## src/hw/rtl/tbc_pkg.sv

```systemverilog
// shared types, constants and helpers for the rotated-key tea cipher
`default_nettype none

package tbc_pkg;

  localparam int TBC_ROUNDS = 32;
  localparam logic [31:0] TBC_DELTA = 32'h9E3779B9;

  typedef struct packed {
    logic        cmd;
    logic [31:0] v0;
    logic [31:0] v1;
    logic        last;
  } blk_t;

  typedef struct packed {
    logic [31:0] k0;
    logic [31:0] k1;
    logic [31:0] k2;
    logic [31:0] k3;
  } keys_t;

  typedef enum logic {
    CMD_ENCRYPT = 1'b0,
    CMD_DECRYPT = 1'b1
  } cmd_t;

  // delta times n, wrapped to 32 bits
  function automatic logic [31:0] sum_at(input int n);
    logic [63:0] prod;
    prod = 64'(TBC_DELTA) * 64'(n);
    return prod[31:0];
  endfunction

endpackage

`default_nettype wire

```

## src/hw/rtl/tbc_cell.sv

```systemverilog
// one half-round cell of the cipher chain, with its own stage register
`default_nettype none

module tbc_cell
  import tbc_pkg::*;
#(
  parameter int ROUNDS = TBC_ROUNDS,
  parameter int STEP   = 0
) (
  input  wire logic  clk,
  input  wire logic  rst,
  input  wire keys_t keys,
  input  wire logic  prev_valid,
  output logic       prev_ready,
  input  wire blk_t  prev_blk,
  output logic       next_valid,
  input  wire logic  next_ready,
  output blk_t       next_blk
);

  localparam int ROUND = STEP / 2;
  localparam int HALF  = STEP % 2;
  localparam logic [31:0] SUM_ENC = sum_at(ROUND + 1);
  localparam logic [31:0] SUM_DEC = sum_at(ROUNDS - ROUND);

  logic        upd_hi;
  logic [31:0] src;
  logic [31:0] dst;
  logic [31:0] ka;
  logic [31:0] kb;
  logic [31:0] sum;
  logic [31:0] mixed;
  logic [31:0] dst_new;
  blk_t        blk_next;

  always_comb begin
    // decrypt runs each round with the halves swapped
    if (prev_blk.cmd == CMD_DECRYPT) begin
      upd_hi = (HALF == 0);
      sum    = SUM_DEC;
    end else begin
      upd_hi = (HALF == 1);
      sum    = SUM_ENC;
    end
    src = upd_hi ? prev_blk.v0 : prev_blk.v1;
    dst = upd_hi ? prev_blk.v1 : prev_blk.v0;
    ka  = upd_hi ? keys.k2 : keys.k0;
    kb  = upd_hi ? keys.k3 : keys.k1;
    mixed = ((src << 4) + ka) ^ (src + sum) ^ ((src >> 5) + kb);
    dst_new = (prev_blk.cmd == CMD_DECRYPT) ? dst - mixed : dst + mixed;
    blk_next = prev_blk;
    if (upd_hi) begin
      blk_next.v1 = dst_new;
    end else begin
      blk_next.v0 = dst_new;
    end
  end

  assign prev_ready = !next_valid || next_ready;

  always_ff @(posedge clk) begin
    if (rst) begin
      next_valid <= 1'b0;
    end else if (prev_ready) begin
      next_valid <= prev_valid;
    end
  end

  always_ff @(posedge clk) begin
    if (prev_ready && prev_valid) begin
      next_blk <= blk_next;
    end
  end

endmodule

`default_nettype wire
```

## config.mk

```make
export PLATFORM = sky130hd
export DESIGN_NAME = tbc_cell
export DESIGN_NICKNAME = d
export VERILOG_FILES = /design/src/hw/rtl/tbc_pkg.sv /design/src/hw/rtl/tbc_cell.sv
export SDC_FILE = /design/constraint.sdc
export NUM_CORES = 1
export LEC_CHECK = 0
export ABC_AREA = 0
export BUFFER_PORTS_ARGS = -buffer_cell sky130_fd_sc_hd__buf_4
export CELL_PAD_IN_SITES_DETAIL_PLACEMENT = 2
export CELL_PAD_IN_SITES_GLOBAL_PLACEMENT = 2
export CORE_MARGIN = 4
export CORE_UTILIZATION = 33
export CTS_BUF_LIST = sky130_fd_sc_hd__clkbuf_16
export CTS_CLUSTER_DIAMETER = 150
export CTS_CLUSTER_SIZE = 28
export DETAILED_ROUTE_END_ITERATION = 8
export GPL_ROUTABILITY_DRIVEN = 0
export PLACE_DENSITY = 0.83
export SETUP_SLACK_MARGIN = 0.5
export SYNTH_ARGS = -nofsm -noshare
export SYNTH_HDL_FRONTEND = slang
export SYNTH_SLANG_ARGS = --single-unit
```

## constraint.sdc

```tcl
create_clock -name clk -period 12.9 [get_ports clk]
set_input_delay 1.935 -clock clk [delete_from_list [all_inputs] [get_ports clk]]
set_output_delay 1.935 -clock clk [all_outputs]
set_load 0.005 [all_outputs]
```

==> impl_metrics.tcl <==
set metrics [dict create \
    async_reset_ff_share_pct 0 \
    met3_length_um 2000 \
    drt_iter0_drc 638 \
    hold_viol_final 0 \
    final_max_slew_viol_count 0 \
    grt_pass1_wl_um 71200 \
    grt_setup_unrepaired "false" \
    syn_to_final_growth_pct 24.0 \
    post-synth-top-count-cell "xnor2_1" \
    cts_buffer_depth 2 \
    pwr-share-comb_pct 74.9 \
    tritoncts "yes" \
    netlist_area_um2 11100 \
    final_layout_size_suffix_gt1_share_pct 25.7 \
    port_buffers 265 \
    clock-sinks 67 \
    yosysTopAreaCell "edfxtp_1" \
    max-slew-margin-rel_pct 20.3 \
    fmax_mhz 102 \
    avgSynthCellArea_um2 8.56 \
    critPathMaxStageDelay_ns 0.86 \
    root_buffer "clkbuf_16" \
    vias_per_cell 5.72 \
    antenna_found_initial 2 \
    synth_edf_count 66 \
    p_seq_share_pct 15.6 \
    rows 66 \
    dr.pass1.iters 7 \
    path_class "input pin to register" \
    cts_resized 0 \
    wl_per_cell_um 23.5 \
    wirelength_um 46600 \
    yosys_warnings 0 \
    dr.max_layer_used "met4" \
    power_density_nw_per_um2 183 \
    cp.arrival_ns 9.83 \
    p_int_mw 1.32 \
    grt_max_degree 162 \
    synthDistinctLibCells 89 \
    die_h_um 191 \
    finClkSkew_ns 0.00889 \
    p_sw_mw 1.20 \
    cp-end-kind "register" \
    drc_errors 0 \
    htree_num_levels 3 \
    cts_buffers 9 \
    path_clk_slew_ns 0.06 \
    synth_top_cell_area_share_pct 17.8 \
    path_max_fanout 161 \
    die_w_um 191 \
    finalSetupViolCount 0 \
    min_period_over_period_pct 75.8 \
    tightest_slew_ns 1.18 \
    synth.net_count 1593 \
    dieArea_um2 36700 \
    vias 11400 \
    p_leak_nw 5.96 \
    initial_utilization_pct 33.8 \
    grt_overflow 0 \
    wl_met1_um 22600 \
    slowest_stage "a311oi_1" \
    design.core.area_um2 32900 \
    synthTopCellsByCount "xnor2_1 (134), nand2_1 (107), a21oi_1 (97), ha_1 (95), o21ai_0 (95)" \
    synthTopCellsByArea "edfxtp_1 (18%), ha_1 (11%), xnor2_1 (11%)" \
    track_usage_pct 24.5 \
    switching_share_pct 47.5 \
    wl_met2_um 21600 \
    worst_hold_slack_ns 0.536 \
    tns_ns 0 \
    yosysSeqAreaShare_pct 18.0 \
    dpl.hpwl_um 38600 \
    status "finished clean" \
    peakVddDrop_mv 0.0987 \
    hp-class "register to register" \
    pwr-share-clk_pct 9.5 \
    fillers 3793 \
    cp.required_ns 12.95 \
    postCtsSetupBuffers 0 \
    cts_hold_buf 0 \
    start_kind "input pin" \
    yosys_most_used_dff "edfxtp_1" \
    nets 1831 \
    ios 266 \
    netlist_instances 1297 \
    ys_ff_latch 67 \
    clock_latency_ns 0.34 \
    grt_pass1_vias 12200 \
    period_minus_slack_ns 9.78 \
    drv_cap 0 \
    drt.antenna.violating_nets 0 \
]
==> metal layers <==
layer / vias to the layer above / global-route usage, %
met2: 289 / 40.0
met3: 23 / 1.83
met5: - / 0
li1: 5334 / -
met4: 0 / 3.78
met1: 5707 / 36.1
==> registers in the layout (all words and copies together), names as in the netlist <==
register / cells
next_valid: 1
next_blk: 66
==> layout make-up <==
cell class	count	area, um^2	area share (%)
antenna	2	5.00	0.0363
clock buffer	9	225	1.63
clock inverter	7	60.1	0.436
inverter	44	165	1.20
multi-input combinational	1144	8730	63.4
sequential	67	2000	14.5
tap	442	553	4.01
timing repair buffer	269	2040	14.8
==> metrics by stage <==
step | util (%) | setup slack [ns] | cell area, um^2 | power [mW] | instances
after floorplan | - | 3.23 | 11100 | 1.65 | 1297
after global placement | 41.0 | 3.34 | 13500 | 2.14 | 1966
after detailed placement | 41.0 | 2.95 | 13500 | 2.24 | 1966
after CTS | 41.9 | 3.25 | 13800 | 2.51 | 1982
after global routing | 41.9 | 2.52 | 13800 | 2.72 | 1984
final | 41.9 | 3.12 | 13800 | 2.52 | 1984
==> final timing paths <==
check	start	end	slack, ns	depth (start not counted)
setup / recovery	prev_blk[65]	next_blk[62]	3.12	29
hold / removal	next_valid	next_valid	0.54	2
setup reg to reg	next_valid	next_blk[6]	11.23	3
hold reg to reg	next_valid	next_valid	0.54	2
==> power by group through the flow <==
stage / sequential (mW) / combinational [mW] / clock [mW]
2_1_floorplan: 0.399 / 1.25 / 0
3_3_place_gp: 0.392 / 1.75 / 0
3_5_place_dp: 0.399 / 1.84 / 0
4_1_cts: 0.396 / 1.88 / 0.242
5_1_grt: 0.401 / 2.06 / 0.253
6_report: 0.393 / 1.89 / 0.238
==> layout by cell type, fill, tap and decap left out, types with 6 or more instances in the layout <==
cell type  netlist  final
nand2_1        107    107
and2_1          12     11
nand4_1          7      7
nor3b_1         13     13
a31oi_1         18     18
a211o_1          9      9
a21boi_0         8      8
a211oi_1        11     11
o211ai_1        11     11
nand3_1         18     18
xnor2_1        134    134
and3_1          13     13
nor2_1          56     56
o21a_1          20     20
xnor3_1          9      9
o22ai_1          7      7
o21bai_1        26     26
xor2_1          46     46
ha_1            95     95
a21o_1          51     51
o21ai_0         95     95
mux2i_1         13     13
buf_4            2    267
nor2b_1         17     17
nand2b_1        18     18
nor3_1          21     21
o31ai_1          8      8
clkbuf_16        0      9
or3_1           10     10
and4_1           6      6
a21oi_1         97     97
edfxtp_1        66     66
inv_1           43     44
mux2_2          90     90
==> cell families (layout without fill, tap and decap cells) <==
logic type	after synthesis	after routing	share of synthesized area, %
multiplexers	105	105	10.6
AO/OA/AOI/OAI	420	420	25.0
other	0	2	0
XOR/XNOR	190	190	16.2
flip-flops	67	67	18.0
adder cells (fa/ha/maj)	98	98	11.2
AND/OR/NAND/NOR	331	331	15.5
buffers and inverters	86	329	3.42
==> critical path, delay by kind of cell <==
| family | cells | cell delay (ns) |
|---|---|---|
| AO/OA/AOI/OAI | 15 | 3.72 |
| XOR/XNOR | 4 | 1.04 |
| buffers and inverters | 2 | 1.22 |
| AND/OR/NAND/NOR | 6 | 1.06 |
| adder cells (fa/ha/maj) | 2 | 0.77 |
No activity file was read; power rests on OpenSTA's default activity.
